<file path="config.mk">
export PLATFORM = sky130hd
export DESIGN_NAME = text_console_cursor_control
export DESIGN_NICKNAME = d
export VERILOG_FILES = /design/src/design/tccc_pkg.sv /design/src/design/text_console_cursor_control.sv
export SDC_FILE = /design/constraint.sdc
export NUM_CORES = 1
export LEC_CHECK = 0
export BUFFER_PORTS_ARGS = -buffer_cell sky130_fd_sc_hd__buf_4
export CORE_ASPECT_RATIO = 0.5
export CORE_UTILIZATION = 55
export DETAILED_ROUTE_END_ITERATION = 10
export GPL_ROUTABILITY_DRIVEN = 0
export GPL_TIMING_DRIVEN = 0
export HOLD_SLACK_MARGIN = 0.12
export PLACE_DENSITY = 0.73
export SYNTH_ARGS = -nofsm -noshare
export SYNTH_HDL_FRONTEND = slang
export SYNTH_SLANG_ARGS = --single-unit
</file>
<file path="constraint.sdc">
create_clock -name clk -period 13.9 [get_ports clk]
set_input_delay 0 -clock clk [delete_from_list [all_inputs] [get_ports clk]]
set_output_delay 0 -clock clk [all_outputs]
set_load 0.02 [all_outputs]
</file>
<file path="src/design/tccc_pkg.sv">
// Shared constants and types for the text console cursor control block.
`timescale 1ns / 1ps

package tccc_pkg;

  // field widths
  localparam int CHAR_W = 8;
  localparam int COL_W  = 10;
  localparam int ROW_W  = 9;
  localparam int ADDR_W = 25;
  localparam int OP_W   = 2;
  localparam int CFG_W  = 14;
  localparam int IDX_W  = 2;
  localparam int PIX_W  = 13;
  localparam int NCOL_W = COL_W + 1;
  localparam int NROW_W = ROW_W + 1;
  localparam int TDATA_W = 56;

  localparam logic [PIX_W-1:0]  MAX_PIXELS = 13'd4096;
  localparam logic [NCOL_W-1:0] MAX_COLS   = 11'd1024;
  localparam logic [NROW_W-1:0] MAX_ROWS   = 10'd512;

  localparam int DEF_CELL_W = 6;
  localparam int DEF_CELL_H = 9;

  // result ops
  localparam logic [OP_W-1:0] OP_GLYPH        = 2'd0;
  localparam logic [OP_W-1:0] OP_CLEAR_CELL   = 2'd1;
  localparam logic [OP_W-1:0] OP_SCROLL       = 2'd2;
  localparam logic [OP_W-1:0] OP_CLEAR_SCREEN = 2'd3;

  // input commands
  localparam logic CMD_WRITE = 1'b0;
  localparam logic CMD_HOME  = 1'b1;

  // control characters
  localparam logic [CHAR_W-1:0] CH_BS = 8'd8;
  localparam logic [CHAR_W-1:0] CH_LF = 8'd10;
  localparam logic [CHAR_W-1:0] CH_CR = 8'd13;

  // register indexes
  localparam logic [IDX_W-1:0] REG_WIDTH  = 2'd0;
  localparam logic [IDX_W-1:0] REG_HEIGHT = 2'd1;
  localparam logic [IDX_W-1:0] REG_STRIDE = 2'd2;

  typedef struct packed {
    logic [OP_W-1:0]   op;
    logic [COL_W-1:0]  col;
    logic [ROW_W-1:0]  row;
    logic [CHAR_W-1:0] glyph;
    logic [ADDR_W-1:0] addr;
    logic              last;
  } res_t;

endpackage

</file>
<file path="src/design/text_console_cursor_control.sv">
// Text console cursor control: cursor tracking and cell command generation.
`timescale 1ns / 1ps

// Keeps a text cursor over a grid of CELL_W x CELL_H pixel cells and turns each
// character (or home-and-clear command) into zero, one or two cell commands,
// each with its top-left pixel address. Items enter a one-deep input register;
// the cursor logic and a single row-address multiplier sit between it and a
// two-entry result register. The next item leaves the input register once no
// result is held, or as the last held result is taken; a glyph that wraps into a
// scroll makes two results, which drain one transaction per cycle while m_tready
// is high. Column and row counts and the row pitch are derived when a register is
// written and are in effect on the next cycle.
module text_console_cursor_control
  import tccc_pkg::*;
#(
  parameter int CELL_W = DEF_CELL_W,
  parameter int CELL_H = DEF_CELL_H
) (
  input  logic               clk,
  input  logic               rst,
  // config write channel
  input  logic               cfg_valid,
  output logic               cfg_ready,
  input  logic [IDX_W-1:0]   cfg_index,
  input  logic [CFG_W-1:0]   cfg_data,
  // input stream
  input  logic               s_tvalid,
  output logic               s_tready,
  input  logic [CHAR_W-1:0]  s_tdata,   // [7:0] char_code
  input  logic               s_tuser,   // [0] command
  // result stream
  output logic               m_tvalid,
  input  logic               m_tready,
  output logic [TDATA_W-1:0] m_tdata,   // [9:0] cell_column, [18:10] cell_row,
                                        // [26:19] glyph_code, [51:27] cell_address
  output logic [OP_W-1:0]    m_tuser,   // [1:0] op
  output logic               m_tlast
);

  // floor division by reciprocal multiply; exact for 13-bit inputs and cells up to 32
  localparam int DIV_SH  = PIX_W + 5;
  localparam int W_RECIP = ((1 << DIV_SH) + CELL_W - 1) / CELL_W;
  localparam int H_RECIP = ((1 << DIV_SH) + CELL_H - 1) / CELL_H;

  // derived configuration
  logic [NCOL_W-1:0] grid_cols;
  logic [NROW_W-1:0] grid_rows;
  logic [ADDR_W-1:0] row_stride;
  logic [PIX_W-1:0]  pix_sat;
  logic [31:0]       cols_prod;
  logic [31:0]       rows_prod;
  logic [PIX_W-1:0]  cols_q;
  logic [PIX_W-1:0]  rows_q;
  logic              cfg_we;

  assign cfg_ready = 1'b1;
  assign cfg_we    = cfg_valid && cfg_ready;
  assign pix_sat   = (cfg_data[PIX_W-1:0] > MAX_PIXELS) ? MAX_PIXELS : cfg_data[PIX_W-1:0];
  assign cols_prod = 32'(pix_sat) * 32'(W_RECIP);
  assign rows_prod = 32'(pix_sat) * 32'(H_RECIP);
  assign cols_q    = PIX_W'(cols_prod >> DIV_SH);
  assign rows_q    = PIX_W'(rows_prod >> DIV_SH);

  always_ff @(posedge clk) begin
    if (rst) begin
      grid_cols  <= '0;
      grid_rows  <= '0;
      row_stride <= '0;
    end else if (cfg_we) begin
      unique case (cfg_index)
        REG_WIDTH:
          grid_cols <= (cols_q > PIX_W'(MAX_COLS)) ? MAX_COLS : cols_q[NCOL_W-1:0];
        REG_HEIGHT:
          grid_rows <= (rows_q > PIX_W'(MAX_ROWS)) ? MAX_ROWS : rows_q[NROW_W-1:0];
        REG_STRIDE:
          row_stride <= ADDR_W'(cfg_data * CELL_H);
        default: ;
      endcase
    end
  end

  // input register
  logic              v1;
  logic              cmd1;
  logic [CHAR_W-1:0] ch1;
  logic              fire;

  assign s_tready = !v1 || fire;

  always_ff @(posedge clk) begin
    if (rst) begin
      v1 <= 1'b0;
    end else if (s_tvalid && s_tready) begin
      v1 <= 1'b1;
    end else if (fire) begin
      v1 <= 1'b0;
    end
  end

  always_ff @(posedge clk) begin
    if (s_tvalid && s_tready) begin
      cmd1 <= s_tuser;
      ch1  <= s_tdata;
    end
  end

  // cursor and command logic
  logic [COL_W-1:0]  cursor_column, cursor_column_next;
  logic [ROW_W-1:0]  cursor_row, cursor_row_next;
  logic [COL_W-1:0]  c_sat;
  logic [ROW_W-1:0]  r_sat;
  logic [NCOL_W-1:0] col_inc;
  logic [NROW_W-1:0] row_inc;
  logic              grid_ok;
  logic              wrap;
  logic              at_bottom;
  logic [ADDR_W-1:0] row_base;
  logic [COL_W-1:0]  addr_col;
  logic [ADDR_W-1:0] col_off;
  logic [1:0]        n_res;
  res_t              res0, res1;

  assign grid_ok  = (grid_cols != '0) && (grid_rows != '0);
  assign c_sat    = ({1'b0, cursor_column} >= grid_cols) ? COL_W'(grid_cols - 1'b1)
                                                         : cursor_column;
  assign r_sat    = ({1'b0, cursor_row} >= grid_rows) ? ROW_W'(grid_rows - 1'b1)
                                                      : cursor_row;
  assign col_inc  = {1'b0, c_sat} + 1'b1;
  assign row_inc  = {1'b0, r_sat} + 1'b1;
  assign wrap     = col_inc >= grid_cols;
  assign at_bottom = !(row_inc < grid_rows);
  assign row_base = ADDR_W'(r_sat * row_stride);
  assign addr_col = (ch1 == CH_BS) ? c_sat - 1'b1 : (ch1 == CH_LF) ? '0 : c_sat;
  assign col_off  = ADDR_W'(addr_col * CELL_W);

  always_comb begin
    cursor_column_next = c_sat;
    cursor_row_next    = r_sat;
    n_res              = 2'd0;
    res0.op    = OP_GLYPH;
    res0.col   = addr_col;
    res0.row   = r_sat;
    res0.glyph = '0;
    res0.addr  = row_base + col_off;
    res0.last  = 1'b0;
    // the second result only ever scrolls from the last row
    res1.op    = OP_SCROLL;
    res1.col   = '0;
    res1.row   = r_sat;
    res1.glyph = '0;
    res1.addr  = row_base;
    res1.last  = 1'b1;
    priority if (!grid_ok) begin
      cursor_column_next = cursor_column;
      cursor_row_next    = cursor_row;
    end else if (cmd1 == CMD_HOME) begin
      cursor_column_next = '0;
      cursor_row_next    = '0;
      n_res     = 2'd1;
      res0.op   = OP_CLEAR_SCREEN;
      res0.col  = '0;
      res0.row  = '0;
      res0.addr = '0;
    end else if (ch1 == CH_CR) begin
      n_res = 2'd0;
    end else if (ch1 == CH_BS) begin
      if (c_sat != '0) begin
        cursor_column_next = addr_col;
        n_res   = 2'd1;
        res0.op = OP_CLEAR_CELL;
      end
    end else if (ch1 == CH_LF) begin
      cursor_column_next = '0;
      if (at_bottom) begin
        n_res   = 2'd1;
        res0.op = OP_SCROLL;
      end else begin
        cursor_row_next = row_inc[ROW_W-1:0];
      end
    end else begin
      res0.glyph = ch1;
      n_res      = 2'd1;
      if (wrap) begin
        cursor_column_next = '0;
        if (at_bottom) begin
          n_res = 2'd2;
        end else begin
          cursor_row_next = row_inc[ROW_W-1:0];
        end
      end else begin
        cursor_column_next = col_inc[COL_W-1:0];
      end
    end
    res0.last = (n_res == 2'd1);
  end

  always_ff @(posedge clk) begin
    if (rst) begin
      cursor_column <= '0;
      cursor_row    <= '0;
    end else if (fire) begin
      cursor_column <= cursor_column_next;
      cursor_row    <= cursor_row_next;
    end
  end

  // result register pair: o0 is on the port, o1 holds a pending scroll
  logic out_valid;
  logic has_second;
  logic out_take;
  res_t o0, o1;

  assign out_take = m_tvalid && m_tready;
  assign fire     = v1 && (!out_valid || (out_take && !has_second));

  always_ff @(posedge clk) begin
    if (rst) begin
      out_valid  <= 1'b0;
      has_second <= 1'b0;
    end else if (fire && (n_res != 2'd0)) begin
      out_valid  <= 1'b1;
      has_second <= (n_res == 2'd2);
    end else if (out_take) begin
      if (has_second) begin
        has_second <= 1'b0;
      end else begin
        out_valid <= 1'b0;
      end
    end
  end

  always_ff @(posedge clk) begin
    if (fire && (n_res != 2'd0)) begin
      o0 <= res0;
      o1 <= res1;
    end else if (out_take && has_second) begin
      o0 <= o1;
    end
  end

  assign m_tvalid = out_valid;
  assign m_tuser  = o0.op;
  assign m_tlast  = o0.last;
  assign m_tdata  = {4'b0, o0.addr, o0.glyph, o0.row, o0.col};

`ifndef ASSERT_OFF
  a_second_needs_first: assert property (@(posedge clk) disable iff (rst)
    has_second |-> (m_tvalid && !m_tlast))
    else $error("pending second result without a first one ahead of it");

  a_cursor_in_grid: assert property (@(posedge clk) disable iff (rst)
    (fire && grid_ok && !cfg_we) |=>
      (({1'b0, cursor_column} < grid_cols) && ({1'b0, cursor_row} < grid_rows)))
    else $error("cursor left the grid after an item");

  a_clear_screen_home: assert property (@(posedge clk) disable iff (rst)
    (m_tvalid && (m_tuser == OP_CLEAR_SCREEN)) |-> (o0.addr == '0 && o0.row == '0))
    else $error("clear screen result not at origin");

  a_no_fire_while_busy: assert property (@(posedge clk) disable iff (rst)
    (fire && (n_res == 2'd2)) |=> (has_second && m_tvalid))
    else $error("two-result item did not load both result slots");
`endif

endmodule

</file>
### After elaboration in Yosys (flattened, before gate mapping)

Index checks and enable logic that the tools add are counted.

| storage, ports and cells | value |
|---|---|
| register bits after elaboration | 159 |
| word-level logic and storage cells | 118 |
| bits of input ports | 30 |
| output and inout port bits | 62 |

| cells by class | value |
|---|---|
| order comparisons | 7 |
| $add $sub $neg | 6 |
| muxes and demuxes | 49 |
| equality and inequality tests | 8 |
| multiply operators | 5 |
| reductions and logical operators | 25 |

Operator list:

| cell | count |
|---|---|
| 55-bit 2-to-1 mux | 2 |
| 10-bit 2-to-1 mux | 10 |
| 9-bit 2-to-1 mux | 7 |
| 54-bit 2-to-1 mux | 1 |
| 8-bit 2-to-1 mux | 4 |
| 13-bit by 16-bit multiplier with 29-bit output (second input constant) | 1 |
| 25-bit by 13-bit adder with 25-bit output | 1 |
| 13-bit by 12-bit multiplier with 25-bit output (second input constant) | 1 |
| 9-bit by 18-bit multiplier with 25-bit output | 1 |
| 25-bit 2-to-1 mux | 1 |
| 8-bit by 4-bit == test with 1-bit output (second input constant) | 3 |
| 2-bit 2-to-1 mux | 12 |
| 10-bit nonzero test | 2 |
| 10-bit by 1-bit subtractor with 10-bit output (second input constant) | 2 |
| 19-bit 2-to-1 mux | 1 |
| 14-bit by 4-bit multiplier with 18-bit output (second input constant) | 1 |
| 13-bit > comparator (second input constant) | 1 |
| 13-bit 2-to-1 mux | 1 |
| 10-bit by 2-bit multiplier with 12-bit output (second input constant) | 1 |
| 10-bit by 1-bit adder with 11-bit output (second input constant) | 1 |
| 10-bit by 11-bit greater-or-equal comparator with 1-bit output | 1 |
| 11-bit greater-or-equal comparator | 1 |
| 11-bit > comparator (second input constant) | 1 |
| 11-bit 2-to-1 mux | 1 |
| other kinds (16) | 42 |

### Longest topological paths before layout

| depth | value |
|---|---|
| depth after elaboration | 15 |
| depth in mapped cells | 35 |
| gate-level depth less buffers | 32 |

### Worst setup path after synthesis

No wires, ideal clock.

| path | value |
|---|---|
| kind | reg2reg |
| start | reg grid_rows[4] |
| end | reg o0, in the netlist m_tdata[51], data pin |
| data arrival time | 7.580 ns |
| slack | 6.063 ns |
| stages on the path, launching flop included | 30 |
| cells stage by stage | dfxtp_1 > inv_1 > ha_1 > a21o_1 > a2111oi_4 > o21a_4 > o21ai_4 > mux2i_1 > clkbuf_1 > clkbuf_1 > nand2_1 > fa_1 > inv_1 > fa_1 > fa_1 > inv_1 > fa_1 > inv_1 > ha_1 > a21o_1 > nor3_1 > a21o_1 > xnor2_1 > ha_1 > and3_1 > a211oi_1 > nor2_1 > and4_1 > or3_1 > a32o_1 |

| between the ends | value |
|---|---|
| elaborated cells on any way between the ends | 22 |
| those cells by class | add/sub (3); mul (1); order compare (2); mux (12); reduce/logical (4) |

RTL lines:

| element | RTL line | RTL |
|---|---|---|
| start: declaration | text_console_cursor_control.sv:47 | `logic [NROW_W-1:0] grid_rows;` |
| start signal: assignment | text_console_cursor_control.sv:74 | `grid_rows <= (rows_q > PIX_W'(MAX_ROWS)) ? MAX_ROWS : rows_q[NROW_W-1:0];` |
| 9-bit by 10-bit greater-or-equal comparator with 1-bit output * | text_console_cursor_control.sv:126 | `assign r_sat = ({1'b0, cursor_row} >= grid_rows) ? ROW_W'(grid_rows - 1'b1)` |
| 9-bit 2-to-1 mux * | text_console_cursor_control.sv:126 |  |
| net r_sat[0] | text_console_cursor_control.sv:111 | `logic [ROW_W-1:0] r_sat;` |
| 9-bit by 18-bit multiplier with 25-bit output * | text_console_cursor_control.sv:132 | `assign row_base = ADDR_W'(r_sat * row_stride);` |
| net row_base[11] | text_console_cursor_control.sv:117 | `logic [ADDR_W-1:0] row_base;` |
| 25-bit by 13-bit adder with 25-bit output * | text_console_cursor_control.sv:144 | `res0.addr = row_base + col_off;` |
| 25-bit 2-to-1 mux | text_console_cursor_control.sv:156 | `end else if (cmd1 == CMD_HOME) begin` |
| 54-bit 2-to-1 mux * | text_console_cursor_control.sv:153 | `priority if (!grid_ok) begin` |
| 55-bit 2-to-1 mux * | text_console_cursor_control.sv:233 | `if (fire && (n_res != 2'd0)) begin` |
| end signal: assignment | text_console_cursor_control.sv:234 | `o0 <= res0;` |
| end: declaration | text_console_cursor_control.sv:211 | `res_t o0, o1;` |

Mark *: on every way through the listed nets, which the timed path passes. The rest lies on a longest branch.
A chain may end at the register's enable or synchronous reset.

### Final worst setup path

| path | value |
|---|---|
| start | reg grid_rows[4] |
| end | reg o0, in the netlist m_tdata[51], data pin |

| between the ends | value |
|---|---|
| elaborated cells on any way between the ends | 22 |
| those cells by class | add/sub (3); mul (1); order compare (2); mux (12); reduce/logical (4) |

RTL lines:

| element | RTL line |
|---|---|
| 9-bit by 1-bit subtractor with 9-bit output / 9-bit by 10-bit greater-or-equal comparator with 1-bit output (equally long branches) | text_console_cursor_control.sv:126 |
| 9-bit 2-to-1 mux * | text_console_cursor_control.sv:126 |
| net r_sat[6] | text_console_cursor_control.sv:111 |
| 9-bit by 18-bit multiplier with 25-bit output * | text_console_cursor_control.sv:132 |
| net row_base[11] | text_console_cursor_control.sv:117 |
| 25-bit by 13-bit adder with 25-bit output * | text_console_cursor_control.sv:144 |
| 25-bit 2-to-1 mux | text_console_cursor_control.sv:156 |
| 54-bit 2-to-1 mux * | text_console_cursor_control.sv:153 |
| 55-bit 2-to-1 mux * | text_console_cursor_control.sv:233 |

Marks and branches as above.

==> results.md <==
- Status: finished, final reports clean
- I/O Buffers: 85
- Max Clk Rate: between 100 and 150 MHz
- H-tree Lvls: 4
- Req. time, crit path: around 14 ns
- Met3 wire len: between 2000 and 3000 um
- Final Cell Area: 22300 um2
- Post-synth top area cell: fa_1
- Slew of the pin with the lowest slew margin: 0.949 ns
- CTS buffer count: 17
- CP max stage cell: mux2i_1
- All-Layer GR Usage: 26.5%
- Top sig layer: met4
- Residual DRC count: 0
- Placed instance area: about 21000 um2
- Core ar.: 36000 um2
- #FFs+latches synth: 159
- Clock Tree Root: clkbuf_16
- Worst hold-check path type: in -> reg
- Min Tclk post-route: 9.47 ns
- Initial Utilization: between 50% and 60%
- Clk_lat worst skew: 0.47 ns
- Routed wl met2: 22100 um
- Layout fillers: between 3000 and 4000
- Number of I/O pins: 92
- Antenna diodes: 0
- Most frequent cell after synthesis: inv_1
- Final WL: between 40000 and 50000 um
- Crit path largest cell delay: 0.57 ns
- Final Hold Viols: 0
- Vias: 15800
- Critical path type: reg -> reg
- Top cells by count, synth: 373 x inv_1, 276 x ha_1, 226 x nand2_1
- Initial antenna violation count: 0
- Flop2flop setup slack: ~4.4 ns
- Post-Synthesis Cells: 2205
- EDFF count, synth: 98
- WL/cell: ~17 um
- Avg Cell Area, Syn: 9.16 um2
- Top FF cell, synth: edfxtp_1
- Final setup TNS: 0 ns
- Clk buf depth: 2
- Asr flop ratio synth: 0%
- Met1 WL: ~22000 um
- Site row count: 49
- Detail Route Antenna Nets: 0
- Post-cts sizing count: 0
- Clock Skew: around 0.021 ns
- Sequential element share of the synthesized area: slightly above 20%
- Ys Warns: 0
- Post-Syn Area: 20200 um2
- Max Slew Vio Count: 0
- Vias in the first global route: between 15000 and 20000
- Detailed Route Iter0 Violations: 1145
- Gr ovfl total: 0
- Rel. slew slack: 36.2%
- CP Max Fanout: 10
- Synth top area cells: fa_1 20%, ha_1 17%, edfxtp_1 15%
- Crit path launch type: register
- Die H: about 140 um
- Die area: about 38000 um2
- CTS tree: yes
- Max Cap Viol: 0
- Dpl hpwl: ~39000 um
- Die Wd: 273 um
- Pre-antenna DRT Iters: 7
- Synth cell types: 88
- Syn-to-layout area delta: 10.6%
- Critical Path AT: around 9.7 ns
- Worst-path clk slew: ~0.080 ns
- Setup Viol. Count Final: 0
- Largest net degree at the start of global routing: 40
- # clock sinks: around 160
- Final #Nets: 2842
- Unrepaired setup endpoints after global routing: no
- Layout cells sized above 1: 7.36%
- First-pass GRT wire length: 77900 um
- Crit path capture type: register
- Final period utilization: between 60% and 70%
- Synth top area share: between 10% and 20%
- Via-per-instance ratio: 5.59
kinds of logic (layout without fill, tap and decap cells):
kind of cell               Yosys count  in the layout  share of synthesized area [%]
adders and majority gates          474            474                           36.7
other                                2              8                         0.0372
and+or+nand+nor                    604            604                           14.8
AOI/OAI and AO/OA                  374            374                           13.0
xor gates and xnor gates           104            104                           4.55
buffers and inverters              457            597                           8.66
DFF                                159            159                           20.6
muxes                               31             31                           1.60
cell usage in the layout (no fill, tap or decap), types with 14 or more instances in the layout:
| cell type | count |
|---|---|
| and3_1 | 15 |
| clkbuf_1 | 54 |
| o21ai_0 | 72 |
| xnor2_1 | 70 |
| clkbuf_16 | 17 |
| nor2_1 | 94 |
| buf_1 | 14 |
| a22o_1 | 25 |
| dlygate4sd3_1 | 21 |
| nand2_1 | 225 |
| fa_1 | 198 |
| buf_4 | 91 |
| xor2_1 | 33 |
| nand4_1 | 21 |
| inv_1 | 372 |
| and2_1 | 101 |
| ha_1 | 276 |
| o211ai_1 | 17 |
| nor3_1 | 26 |
| edfxtp_1 | 98 |
| nand3_1 | 31 |
| a211oi_1 | 20 |
| a21oi_1 | 84 |
| mux2i_1 | 21 |
| dfxtp_1 | 61 |
| a21o_1 | 33 |
critical path, delay by kind of cell (launching register included):
family / cells / cell delay, ns
xor+xnor: 1 / 0.21
simple gates: 7 / 1.83
mux: 1 / 0.57
compound gates: 8 / 2.16
flops: 1 / 0.37
buf+inv: 6 / 1.05
fa+ha+maj: 7 / 3.02
what timing repair did:
action	4_1_cts	5_1_grt
hold endpoints to repair	32	0
hold buffers	21	0
buffers inserted	0	0
final timing paths:
check,from,cells past startpoint,end
max reg2reg,grid_rows[4]$_SDFFE_PP0P_,30,m_tdata[51]$_DFFE_PP_
min reg2reg,cursor_row[0]$_SDFFE_PP0P_,2,cursor_row[0]$_SDFFE_PP0P_
max,grid_rows[4]$_SDFFE_PP0P_,30,m_tdata[51]$_DFFE_PP_
min,cfg_data[11],4,row_stride[14]$_SDFFE_PP0P_
metrics by stage:
stage	util [%]	setup WS (ns)	hold WS (ns)	cells
after detailed placement	59.6	4.57	0.179	2781
after floorplan	-	6.06	0.0989	2211
after CTS	61.9	4.52	0.126	2834
after global routing	61.9	4.07	0.191	2835
after global placement	59.5	4.63	0.179	2780
final	61.9	4.43	0.144	2835
layer usage:
layer | global-route usage, % | vias up
met5 | 0 | -
met1 | 36.3 | 7634
met3 | 4.50 | 66
met2 | 43.3 | 469
met4 | 7.36 | 0
li1 | - | 7675
area by class of cell:
class / instances / area, um2 / area share, %
flip-flops and latches: 159 / 4160 / 18.6
well taps: 484 / 606 / 2.71
repair buffers: 108 / 896 / 4.01
clock buffers: 17 / 425 / 1.91
plain buffers: 83 / 345 / 1.55
clock inverters: 15 / 189 / 0.846
inverters: 374 / 1400 / 6.29
multi-input cells: 1595 / 14300 / 64.0
state kept, by name (all words and copies together) (netlist names), 2 cells and up:
signal,count
ch1,8
cursor_column,10
cursor_row,9
grid_cols,11
grid_rows,10
m_tdata,52
m_tuser,2
o1,34
row_stride,18
Power is not shown: default switching activity piles up to over one toggle a cycle in this logic, so the estimate is an artifact.
